<file path="config.mk">
export PLATFORM = sky130hd
export DESIGN_NAME = bresenham_bitmap_line_writer_unit_flat
export DESIGN_NICKNAME = d
export VERILOG_FILES = /design/src/hw/rtl/bblw_pkg.sv /design/src/hw/rtl/bblw_stream_if.sv /design/src/hw/rtl/bresenham_bitmap_line_writer_unit.sv /design/src/flat_wrapper.sv
export SDC_FILE = /design/constraint.sdc
export NUM_CORES = 1
export LEC_CHECK = 0
export ABC_AREA = 1
export BUFFER_PORTS_ARGS = -buffer_cell sky130_fd_sc_hd__buf_2
export CORE_MARGIN = 2
export CORE_UTILIZATION = 55
export DETAILED_ROUTE_END_ITERATION = 8
export GPL_TIMING_DRIVEN = 0
export PLACE_DENSITY_LB_ADDON = 0.25
export SLEW_MARGIN = 20
export SYNTH_ARGS = -nofsm -noshare
export SYNTH_HDL_FRONTEND = slang
export SYNTH_SLANG_ARGS = --single-unit
</file>
<file path="constraint.sdc">
create_clock -name clk -period 5.1 [get_ports clk]
set_input_delay 1.02 -clock clk [delete_from_list [all_inputs] [get_ports clk]]
set_output_delay 1.02 -clock clk [all_outputs]
set_load 0.01 [all_outputs]
</file>
<file path="src/hw/rtl/bblw_pkg.sv">
`default_nettype none

package bblw_pkg;

	// Item kinds on the input channel
	typedef enum logic {
		MODE_LOAD = 1'b0,
		MODE_STEP = 1'b1
	} mode_t;

	// Bitmap format register codes
	localparam logic FMT_HIRES = 1'b0;
	localparam logic FMT_MULTI = 1'b1;

	// Screen limits and layout
	localparam logic [8:0] HIRES_MAX_X  = 9'd319;
	localparam logic [8:0] MULTI_MAX_X  = 9'd159;
	localparam logic [7:0] SCREEN_MAX_Y = 8'd199;
	localparam logic [7:0] HIRES_MASK   = 8'h80;
	localparam logic [7:0] MULTI_MASK   = 8'hC0;
	localparam logic [7:0] KEEP_ALL     = 8'hFF;

	// Input word: one line command
	typedef struct packed {
		mode_t      mode;
		logic [8:0] x_start;
		logic [7:0] y_start;
		logic [8:0] x_end;
		logic [7:0] y_end;
		logic [1:0] color;
	} in_word_t;

	// Output word: one byte update
	typedef struct packed {
		logic [12:0] byte_offset;
		logic [7:0]  keep_mask;
		logic [7:0]  set_bits;
		logic        pixel_valid;
		logic        off_screen;
		logic        last;
	} out_word_t;

	// Word sent for a step that finds no active line
	function automatic out_word_t idle_word();
		out_word_t w;
		w.byte_offset = '0;
		w.keep_mask   = KEEP_ALL;
		w.set_bits    = '0;
		w.pixel_valid = 1'b0;
		w.off_screen  = 1'b0;
		w.last        = 1'b0;
		return w;
	endfunction

	// Byte address and masks for one pixel in cell order
	function automatic out_word_t pixel_word(
		input logic [8:0] x,
		input logic [7:0] y,
		input logic [1:0] col,
		input logic       fmt,
		input logic       fin
	);
		out_word_t   w;
		logic [8:0]  lim_x;
		logic [8:0]  px;
		logic [2:0]  sh;
		logic [12:0] row;
		logic [7:0]  bit_mask;
		logic [7:0]  pair_mask;
		lim_x     = (fmt == FMT_MULTI) ? MULTI_MAX_X : HIRES_MAX_X;
		px        = (fmt == FMT_MULTI) ? {x[7:0], 1'b0} : x;
		sh        = px[2:0];
		row       = 13'(y[7:3]);
		bit_mask  = HIRES_MASK >> sh;
		pair_mask = MULTI_MASK >> sh;
		w.pixel_valid = 1'b1;
		w.last        = fin;
		if ((x > lim_x) || (y > SCREEN_MAX_Y)) begin
			w.byte_offset = '0;
			w.keep_mask   = KEEP_ALL;
			w.set_bits    = '0;
			w.off_screen  = 1'b1;
		end else begin
			// row * 320 as two shifts
			w.byte_offset = (row << 8) + (row << 6) + 13'({px[8:3], 3'b000})
				+ 13'(y[2:0]);
			w.off_screen  = 1'b0;
			if (fmt == FMT_MULTI) begin
				w.keep_mask = ~pair_mask;
				w.set_bits  = {col, 6'b000000} >> sh;
			end else begin
				w.keep_mask = ~bit_mask;
				w.set_bits  = (col == 2'd1) ? bit_mask : 8'h00;
			end
		end
		return w;
	endfunction

endpackage

`default_nettype wire

</file>
<file path="src/hw/rtl/bblw_stream_if.sv">
`default_nettype none

interface bblw_stream_if #(
	parameter type T = logic
) ();
	logic valid;
	logic ready;
	T     data;

	modport source (output valid, output data, input ready);
	modport sink   (input valid, input data, output ready);
endinterface

`default_nettype wire

</file>
<file path="src/hw/rtl/bresenham_bitmap_line_writer_unit.sv">
// Bresenham line writer for a bitmap in 8x8 character-cell order.
// line_in carries command words (bblw_pkg::in_word_t). A load word latches
// both endpoints and the color and returns the first pixel; each step word
// returns the next pixel. Every accepted word gives exactly one word on
// pixel_out (bblw_pkg::out_word_t): byte offset, AND keep mask, OR set bits,
// plus pixel_valid, off_screen and last flags.
// cfg_we/cfg_wdata write the bitmap format (0 hires, 1 multicolor); write it
// only while no word is in flight.
// An accepted word is held in the input stage, then in the output stage.
// Throughput: one word per cycle while pixel_out.ready holds; the line state
// update (error add, coordinate step) is combinational, so steps add no stall.
// Two registers sit between the channels (input stage and output stage): when
// the receiver stalls, one more word is still taken, then line_in.ready drops.
// Reset (arst_n low) clears the format to hires, drops any active line and
// empties both stages; a step with no active line returns an idle word.
`default_nettype none

module bresenham_bitmap_line_writer_unit (
	input  wire logic          clk,
	input  wire logic          arst_n,
	input  wire logic          cfg_we,
	input  wire logic          cfg_wdata,
	bblw_stream_if.sink        line_in,
	bblw_stream_if.source      pixel_out
);

	typedef struct packed {
		logic x_moves;
		logic x_neg;
		logic y_moves;
		logic y_neg;
		logic x_fast;
	} signs_t;

	logic               fmt_q;

	// Input stage
	logic               v_s1;
	bblw_pkg::in_word_t in_s1;
	logic               fire_s1;

	// Line state
	logic [8:0]         cur_x_q, cur_x_d;
	logic [7:0]         cur_y_q, cur_y_d;
	logic signed [9:0]  err_q, err_d;
	logic [8:0]         steps_q, steps_d;
	logic [8:0]         short_q, short_d;
	logic [8:0]         long_q, long_d;
	signs_t             signs_q, signs_d;
	logic [1:0]         color_q, color_d;
	logic               active_q, active_d;

	// Output stage
	logic                out_v_q;
	bblw_pkg::out_word_t out_q;
	bblw_pkg::out_word_t res;

	// Load setup and step temporaries
	logic [8:0]         adx;
	logic [7:0]         ady;
	logic signed [9:0]  err_sub;

	assign fire_s1       = v_s1 && (!out_v_q || pixel_out.ready);
	assign line_in.ready = !v_s1 || fire_s1;
	assign pixel_out.valid = out_v_q;
	assign pixel_out.data  = out_q;

	// Format register
	always_ff @(posedge clk or negedge arst_n) begin
		if (!arst_n) begin
			fmt_q <= bblw_pkg::FMT_HIRES;
		end else if (cfg_we) begin
			fmt_q <= cfg_wdata;
		end
	end

	// Stage valids
	always_ff @(posedge clk or negedge arst_n) begin
		if (!arst_n) begin
			v_s1    <= 1'b0;
			out_v_q <= 1'b0;
		end else begin
			if (line_in.valid && line_in.ready) begin
				v_s1 <= 1'b1;
			end else if (fire_s1) begin
				v_s1 <= 1'b0;
			end
			if (fire_s1) begin
				out_v_q <= 1'b1;
			end else if (pixel_out.ready) begin
				out_v_q <= 1'b0;
			end
		end
	end

	// Stage payloads
	always_ff @(posedge clk) begin
		if (line_in.valid && line_in.ready) begin
			in_s1 <= line_in.data;
		end
		if (fire_s1) begin
			out_q <= res;
		end
	end

	// Line state registers
	always_ff @(posedge clk or negedge arst_n) begin
		if (!arst_n) begin
			cur_x_q  <= '0;
			cur_y_q  <= '0;
			err_q    <= '0;
			steps_q  <= '0;
			short_q  <= '0;
			long_q   <= '0;
			signs_q  <= '0;
			color_q  <= '0;
			active_q <= 1'b0;
		end else if (fire_s1) begin
			cur_x_q  <= cur_x_d;
			cur_y_q  <= cur_y_d;
			err_q    <= err_d;
			steps_q  <= steps_d;
			short_q  <= short_d;
			long_q   <= long_d;
			signs_q  <= signs_d;
			color_q  <= color_d;
			active_q <= active_d;
		end
	end

	// Next line state and result word
	always_comb begin
		cur_x_d  = cur_x_q;
		cur_y_d  = cur_y_q;
		err_d    = err_q;
		steps_d  = steps_q;
		short_d  = short_q;
		long_d   = long_q;
		signs_d  = signs_q;
		color_d  = color_q;
		active_d = active_q;
		adx      = '0;
		ady      = '0;
		err_sub  = err_q - $signed({1'b0, short_q});
		res      = bblw_pkg::idle_word();

		unique case (in_s1.mode)
			bblw_pkg::MODE_LOAD: begin
				signs_d = '0;
				// spans and directions
				if (in_s1.x_end > in_s1.x_start) begin
					adx             = in_s1.x_end - in_s1.x_start;
					signs_d.x_moves = 1'b1;
				end else if (in_s1.x_end < in_s1.x_start) begin
					adx             = in_s1.x_start - in_s1.x_end;
					signs_d.x_moves = 1'b1;
					signs_d.x_neg   = 1'b1;
				end
				if (in_s1.y_end > in_s1.y_start) begin
					ady             = in_s1.y_end - in_s1.y_start;
					signs_d.y_moves = 1'b1;
				end else if (in_s1.y_end < in_s1.y_start) begin
					ady             = in_s1.y_start - in_s1.y_end;
					signs_d.y_moves = 1'b1;
					signs_d.y_neg   = 1'b1;
				end
				// tie goes to y as the fast axis
				if (adx > 9'(ady)) begin
					signs_d.x_fast = 1'b1;
					long_d         = adx;
					short_d        = 9'(ady);
				end else begin
					long_d  = 9'(ady);
					short_d = adx;
				end
				cur_x_d  = in_s1.x_start;
				cur_y_d  = in_s1.y_start;
				color_d  = in_s1.color;
				err_d    = $signed({2'b00, long_d[8:1]});
				steps_d  = long_d;
				active_d = (long_d != '0);
				res      = bblw_pkg::pixel_word(cur_x_d, cur_y_d, color_d, fmt_q,
					long_d == '0);
			end
			bblw_pkg::MODE_STEP: begin
				if (!active_q || (steps_q == '0)) begin
					active_d = 1'b0;
				end else begin
					priority if (err_sub < 0) begin
						// diagonal move
						err_d = err_sub + $signed({1'b0, long_q});
						if (signs_q.x_moves) begin
							cur_x_d = signs_q.x_neg ? cur_x_q - 9'd1 : cur_x_q + 9'd1;
						end
						if (signs_q.y_moves) begin
							cur_y_d = signs_q.y_neg ? cur_y_q - 8'd1 : cur_y_q + 8'd1;
						end
					end else if (signs_q.x_fast) begin
						err_d = err_sub;
						if (signs_q.x_moves) begin
							cur_x_d = signs_q.x_neg ? cur_x_q - 9'd1 : cur_x_q + 9'd1;
						end
					end else begin
						err_d = err_sub;
						if (signs_q.y_moves) begin
							cur_y_d = signs_q.y_neg ? cur_y_q - 8'd1 : cur_y_q + 8'd1;
						end
					end
					steps_d  = steps_q - 9'd1;
					active_d = (steps_d != '0);
					res      = bblw_pkg::pixel_word(cur_x_d, cur_y_d, color_q, fmt_q,
						steps_d == '0);
				end
			end
			default: begin
				res = bblw_pkg::idle_word();
			end
		endcase
	end

`ifndef SYNTHESIS
	// an active line always has steps to go
	a_active_steps: assert property (@(posedge clk) disable iff (!arst_n)
		active_q |-> (steps_q != '0))
		else $error("active line with no steps left");

	// error term stays within [0, long span) while a line runs
	a_err_range: assert property (@(posedge clk) disable iff (!arst_n)
		active_q |-> (!err_q[9] && ($unsigned(err_q) < 10'(long_q))))
		else $error("error term out of range");

	// emitting the last pixel ends the line
	a_last_ends: assert property (@(posedge clk) disable iff (!arst_n)
		(fire_s1 && res.last) |=> !active_q)
		else $error("line still active after last pixel");

	// set bits only land where the keep mask clears
	a_mask_disjoint: assert property (@(posedge clk) disable iff (!arst_n)
		out_v_q |-> ((out_q.set_bits & out_q.keep_mask) == 8'h00))
		else $error("set bits overlap kept bits");

	// input stalls only when the input stage is held
	a_stall_cause: assert property (@(posedge clk) disable iff (!arst_n)
		!line_in.ready |-> (v_s1 && out_v_q && !pixel_out.ready))
		else $error("input stalled without a held stage");
`endif

endmodule

`default_nettype wire

</file>
<file path="src/flat_wrapper.sv">
// flat-port wrapper written by rule: the top's interface ports become plain ports
module bresenham_bitmap_line_writer_unit_flat 
  (clk, arst_n, cfg_we, cfg_wdata, line_in_valid, line_in_data, line_in_ready, pixel_out_valid, pixel_out_data, pixel_out_ready);
  bblw_stream_if #(.T(bblw_pkg::in_word_t)) line_in_i ();
  bblw_stream_if #(.T(bblw_pkg::out_word_t)) pixel_out_i ();
  input  wire logic clk;
  input  wire logic arst_n;
  input  wire logic cfg_we;
  input  wire logic cfg_wdata;
  input wire logic [$bits(line_in_i.valid)-1:0] line_in_valid;
  input wire logic [$bits(line_in_i.data)-1:0] line_in_data;
  output wire logic [$bits(line_in_i.ready)-1:0] line_in_ready;
  output wire logic [$bits(pixel_out_i.valid)-1:0] pixel_out_valid;
  output wire logic [$bits(pixel_out_i.data)-1:0] pixel_out_data;
  input wire logic [$bits(pixel_out_i.ready)-1:0] pixel_out_ready;
  assign line_in_i.valid = line_in_valid;
  assign line_in_i.data = line_in_data;
  assign line_in_ready = line_in_i.ready;
  assign pixel_out_valid = pixel_out_i.valid;
  assign pixel_out_data = pixel_out_i.data;
  assign pixel_out_i.ready = pixel_out_ready;
  bresenham_bitmap_line_writer_unit u_core (.clk(clk), .arst_n(arst_n), .cfg_we(cfg_we), .cfg_wdata(cfg_wdata), .line_in(line_in_i), .pixel_out(pixel_out_i));
endmodule
</file>
==> run summary, run 1 <==
power per cell area: 740.7 mW/mm²
Post-Syn Nets: 1,579
Post CTS Setup Buffer Count: 0
Synth Area in XOR/XNOR: 3.776%
Core Rows: 51
depth of the most critical reg-to-reg path: 25
RSZ-0062 raised after global routing: no
antenna violations before repair: 1
compound-cell area share of the yosys netlist: 15.86%
Post-Synthesis Cells: 1,419
clock latency on the worst-skew pair: 0.44 ns
Pint: 0.004562 W
Post-Synth Adder-Cell Area: 14.25%
Ports: 77
hold_buf cts: 0
antenna-violating nets left: 0
final period utilization: 87.97%
die area: 0.02096 mm²
H-tree lvl count: 4
synthesized cell area: 0.01090 mm²
Vias: 10,080
setup TNS: 0 ns
status: finished, final reports clean
sequential area share after synthesis: 33.93%
first-pass GRT wire length: 47.92 mm
NumNets Final: 1,676
simple-gate share of the synthesized area: 22.45%
Clock Path Buffers: 2
Root Buffer: clkbuf_16
worst min path class: in2async
worst slack, placed: 0.5944 ns
Pre-antenna DRT Iters: 6
nature of the critical path startpoint: flip-flop
Req. time, crit path: 5.36 ns
DP HPWL: 22.72 mm
Psw: 0.004563 W
Flop pwr share: 19.3%
Avg Vias per Cell: 5.614
clock power share: 15.1%
Num CTS Buffers: 17
largest net degree at the start of global routing: 53
clock skew: 0.009802 ns
P&R area growth vs syn: 12.99%
crit path capture type: flip-flop
CTS tree: done
RePlAce Congestion: 0.9664
vias in the first global route: 9,430
Peak VDD IR: 0.3944 mV
Comb pwr share: 65.6%
mux share of post-synthesis cell area: 0.1836%
Final setup viols: 0
crit path kind: reg2reg
Rel. slew slack: 45.81%
main combinational cell family by area after synthesis: simple AND/OR/NAND/NOR gates
effective utilization at floorplan: 56.01%
clock sink total: 134
CTS clock-pin slew for the worst setup and hold paths: 0.06 ns
initial DRC count: 1,009
Leak Pwr: 6.116 nW
Yosys reg bits: 134
slew of the pin with the lowest slew margin: 0.8128 ns
die height: 144.8 µm
Core ar.: 0.01946 mm²
crit path time final: 4.486 ns
GRT Residual Overflow: 0
unique cell type count in the Yosys netlist: 54
Port Buffers: 76
Worst Path Max Fanout: 9
Fin. Hold Viols: 0
DRC: 0
Total Routing Usage GR: 29.67%
fmax: 222.9 MHz
synth warn: 0
CP Data Arrival Time: 4.75 ns
layout cells sized above 1: 11.64%
max cap viols: 0
Min Hold Slack: 0.4374 ns
Slew Viols, Final: 0
sw frac: 50.01%
Die Width: 144.8 µm
final wirelength: 29.78 mm
Routed WL per cell: 16.59 µm
Layout fillers: 1,691
syn avg cell area: 7.683 µm²
Setup WS post-layout: 0.6136 ns
[layer usage]
layer	vias to the layer above	GRT usage, %	routed length, µm
li1	4910	-	-
met5	-	0	0
met4	0	9.964	803
met1	4638	41.25	13050
met3	68	5.726	2611
met2	462	46.65	13310
[registers in the layout, summed over array words and instances, names as in the netlist]
signal / flops
u_core.active_q: 1
u_core.color_q: 2
u_core.cur_x_q: 9
u_core.cur_y_q: 8
u_core.err_q: 10
u_core.fmt_q: 1
u_core.in_s1: 37
u_core.long_q: 9
u_core.pixel_out.data: 32
u_core.pixel_out.valid: 1
u_core.short_q: 9
u_core.signs_q: 5
u_core.steps_q: 9
u_core.v_s1: 1
[Yosys cell counts (all sizes together)]
master,count,area share [%]
ha,105,12
o211ai,9,0.62
or2,8,0.46
a21oi,88,4.1
inv,222,7.6
o31ai,1,0.069
o22a,2,0.16
a21boi,3,0.21
edfxtp,69,19
xnor2,13,1.0
nand3b,7,0.48
clkinv,1,0.034
o32ai,2,0.16
xor2,34,2.7
o2111ai,1,0.080
nand2,346,13
clkbuf,24,0.83
o21a,6,0.41
dfrtp,65,15
a31oi,6,0.34
o311ai,3,0.24
nor4,3,0.17
nor2,87,3.2
a211oi,2,0.14
a41oi,1,0.080
buf,17,1.0
fa,12,2.2
and2,2,0.11
a21o,6,0.41
o21bai,10,0.79
a22oi,11,0.76
o41ai,1,0.080
nand4,30,1.7
mux2i,2,0.18
nand3,68,3.5
o21ai,134,6.5
o221ai,1,0.080
nor3,6,0.28
a2bb2oi,1,0.080
o22ai,10,0.57
[worst max-delay path: stages, from the launching register on]
cell and delay, ns:
edfxtp_1 0.44, inv_1 0.24, ha_1 0.20, inv_1 0.06, fa_1 0.41, nand3_1 0.11, nand3_1 0.14, a21oi_1 0.19
xor2_1 0.16, nor2_1 0.05, nor2_1 0.32, inv_1 0.12, ha_1 0.33, nand2_1 0.08, inv_1 0.04, nand2_1 0.05
nand2_1 0.05, nand2_1 0.05, nand2_1 0.04, nand2_1 0.24, nand2_4 0.14, o21ai_1 0.32, nand2_1 0.09, nor2_1 0.11
nand2_1 0.13, a21oi_1 0.20
[cell type report]
type	instances	area (µm²)	area share, %
timing repair buffer	78	430.4	3.494
inverter	223	837.1	6.795
tap	265	331.6	2.692
clock buffer	18	429.2	3.484
antenna	1	2.502	0.02031
multi-input combinational	1021	6162	50.03
sequential	134	3699	30.03
clock inverter	14	222.7	1.808
buffer	41	203.9	1.656
[power by group through the flow]
stage	Combinational (W)	Sequential, W	Clock [W]
final	0.00598	0.00176	0.00138
after global routing	0.00675	0.00180	0.00143
after CTS	0.00590	0.00176	0.00139
after detailed placement	0.00584	0.00177	0
after global placement	0.00569	0.00177	0
after floorplan	0.00450	0.00175	0
[logic make-up after synthesis]
family	count (synthesis)
AOI/OAI and AO/OA	298
xor gates and xnor gates	47
adders and majority gates	117
buffers and inverters	264
DFF	134
muxes	2
and+or+nand+nor	557
[cells in the final DEF, fill, tap and decap left out, types with 9 or more instances in the layout]
cell type	n
buf_2	82
nor2_1	82
xor2_1	34
clkbuf_1	25
fa_1	12
o21ai_2	9
edfxtp_1	69
o22ai_1	10
xnor2_1	13
o21ai_0	117
ha_1	105
dfrtp_1	65
a21oi_1	86
nand2_1	331
inv_1	214
nand4_1	30
clkbuf_16	17
nand3_1	63
o211ai_1	9
a22oi_1	11
[path summary, 6_finish.rpt]
path	start	end	slack, ns
worst max-delay path	u_core.in_s1[27]	u_core.pixel_out.data[0]	0.61
worst max register to register	u_core.in_s1[27]	u_core.pixel_out.data[0]	0.61
worst min register to register	u_core.short_q[8]	u_core.short_q[8]	0.47
max in group asynchronous	arst_n	u_core.err_q[9]	4.14
worst min-delay path	arst_n	u_core.short_q[3]	0.44
min in group clk	u_core.short_q[8]	u_core.short_q[8]	0.47
[metrics by stage]
step           power (W)  std cells  instance area, µm²  utilization (%)
6_report        0.009124       1795               12320            63.29
5_1_grt         0.009987       1794               12320            63.28
4_1_cts         0.009042       1794               12320            63.28
2_1_floorplan   0.006244       1419               10900                -
3_3_place_gp    0.007456       1760               11610            59.67
3_5_place_dp    0.007608       1762               11660            59.93
[timing repair]
| action | CTS | global route |
|---|---|---|
| resized for setup | 0 | 1 |
| hold endpoints to repair | 0 | 0 |
| endpoints found under the setup margin | 0 | 1 |
Note: power is estimated with default switching activity, not from simulation.
==> inputs of run 2 (changes only) <==
==> constraint.sdc (replaced) <==
create_clock -name clk -period 5.1 [get_ports clk]
set_input_delay 0 -clock clk [delete_from_list [all_inputs] [get_ports clk]]
set_output_delay 0 -clock clk [all_outputs]
set_load 0.01 [all_outputs]
==> run 2 against run 1 <==
Non-clock buffer count grew 46. Maximum frequency down 0.24%. Critical endpoint is now u_core.pixel_out.data[31]. Worst hold slack got worse by 0.29 ns. Flip-flop and latch count unchanged. First-iteration DRC count rose by 3.1%. Via count is 2.2% higher. Count of clock-buffer cells in the layout unchanged.
==> run summary, run 2 (synthesis gave the netlist of run 1 again) <==
status: finished, final reports clean
DRC: 0
CTS clock-pin slew for the worst setup and hold paths: 0.06 ns
final wirelength: 30.81 mm
Critical Path Most Common Cell: nand2_1
largest net degree at the start of global routing: 53
Core Rows: 51
uppermost layer routed: met4
WL met2: 14.05 mm
Worst Path Max Fanout: 10
depth of the most critical reg-to-reg path: 29
worst min path class: in2async
clock sink total: 134
vias in the first global route: 9,776
Vias: 10,300
Num CTS Buffers: 17
CP peak stage delay: 0.59 ns
most frequent cells in the layout: 331 x nand2_1, 214 x inv_1, 117 x o21ai_0
Port Buffers: 76
nature of the critical path startpoint: flip-flop
Clock Path Buffers: 2
Rel. slew slack: 41.76%
Die Width: 144.8 µm
DP HPWL: 22.72 mm
Ports: 77
Root Buffer: clkbuf_16
P&R area growth vs syn: 17.22%
first-pass GRT wire length: 49.52 mm
crit path time final: 4.497 ns
power per cell area: 717.4 mW/mm²
RePlAce Congestion: 0.9664
crit path capture type: flip-flop
Leak Pwr: 6.307 nW
final period utilization: 88.18%
RSZ-0062 raised after global routing: no
slew of the pin with the lowest slew margin: 0.8737 ns
Peak VDD IR: 0.3939 mV
Slew Viols, Final: 0
effective utilization at floorplan: 56.01%
layout cells sized above 1: 11.30%
Largest Register: u_core.in_s1
die height: 144.8 µm
Fin. Hold Viols: 0
crit path kind: reg2reg
die area: 0.02096 mm²
metal3 WL: 2.547 mm
initial DRC count: 1,040
Post CTS Setup Buffer Count: 0
max cap viols: 0
Avg Vias per Cell: 5.592
DRT met1 WL: 13.43 mm
GRT Residual Overflow: 0
NumNets Final: 1,722
Min Hold Slack: 0.1442 ns
setup TNS: 0 ns
clock skew: 0.01161 ns
Total Routing Usage GR: 30.66%
Req. time, crit path: 5.26 ns
CP Data Arrival Time: 4.65 ns
Final setup viols: 0
H-tree lvl count: 4
antenna violations before repair: 1
Core ar.: 0.01946 mm²
fmax: 222.4 MHz
Critical-path top delay cell: fa_1
clock latency on the worst-skew pair: 0.44 ns
Layout fillers: 1,641
CTS tree: done
Largest register FFs: 37
Routed WL per cell: 16.73 µm
Pre-antenna DRT Iters: 5
most common library cell in the layout ignoring fill and taps: nand2_1
antenna-violating nets left: 0
run 2: what timing repair did:
item | CTS | global route
hold buffers | 46 | 0
hold endpoints to repair | 105 | 0
endpoints found under the setup margin | 0 | 1
gates resized for setup | 0 | 1
run 2: worst paths after layout:
kind,startpoint,end,slack (ns)
min,arst_n,u_core.err_q[3],0.14
max,u_core.short_q[3],u_core.pixel_out.data[31],0.60
max in group asynchronous,arst_n,u_core.err_q[0],3.99
min reg2reg,u_core.short_q[8],u_core.short_q[8],0.47
max reg2reg,u_core.short_q[3],u_core.pixel_out.data[31],0.60
min in group clk,line_in_data[34],u_core.in_s1[34],0.26
run 2: area by class of cell:
cell class / instances / area [µm²] / area share, %
Antenna cell: 1 / 2.502 / 0.01958
Buffer: 41 / 203.9 / 1.596
Clock buffer: 18 / 429.2 / 3.358
Clock inverter: 14 / 222.7 / 1.743
Inverter: 223 / 837.1 / 6.550
Multi-Input combinational cell: 1021 / 6162 / 48.22
Sequential cell: 134 / 3699 / 28.94
Tap cell: 265 / 331.6 / 2.595
Timing Repair Buffer: 124 / 890.9 / 6.972
run 2: critical path: cells and delay by family, from the launching register on:
kind / cells / cell delay, ns
and+or+nand+nor: 17 / 1.49
AOI/OAI and AO/OA: 3 / 0.56
adders and majority gates: 3 / 1.16
xor gates and xnor gates: 2 / 0.33
DFF: 1 / 0.36
buffers and inverters: 4 / 0.33
run 2: routing by layer:
metal	track usage, %	vias to the layer above
met1	41.89	4762
met2	48.93	455
li1	-	5007
met4	9.811	0
met3	6.417	71
met5	0	-
run 2: per-stage QoR:
stage	util [%]	std cells	instance area, µm²	total power (W)	setup slack [ns]
after detailed placement	59.93	1762	11660	0.007608	0.5944
after global placement	59.67	1760	11610	0.007456	0.6287
after floorplan	-	1419	10900	0.006244	1.220
after CTS	65.64	1840	12780	0.009071	0.5670
final	65.66	1841	12780	0.009168	0.6028
after global routing	65.64	1840	12780	0.01003	0.1011
run 2: report_power, final:
group	switching (W)	internal, W	total, W
logic	0.00383	0.00219	0.00601
registers	0.000237	0.00153	0.00176
clock network	0.000518	0.000872	0.00139
total	0.00458	0.00459	0.00917
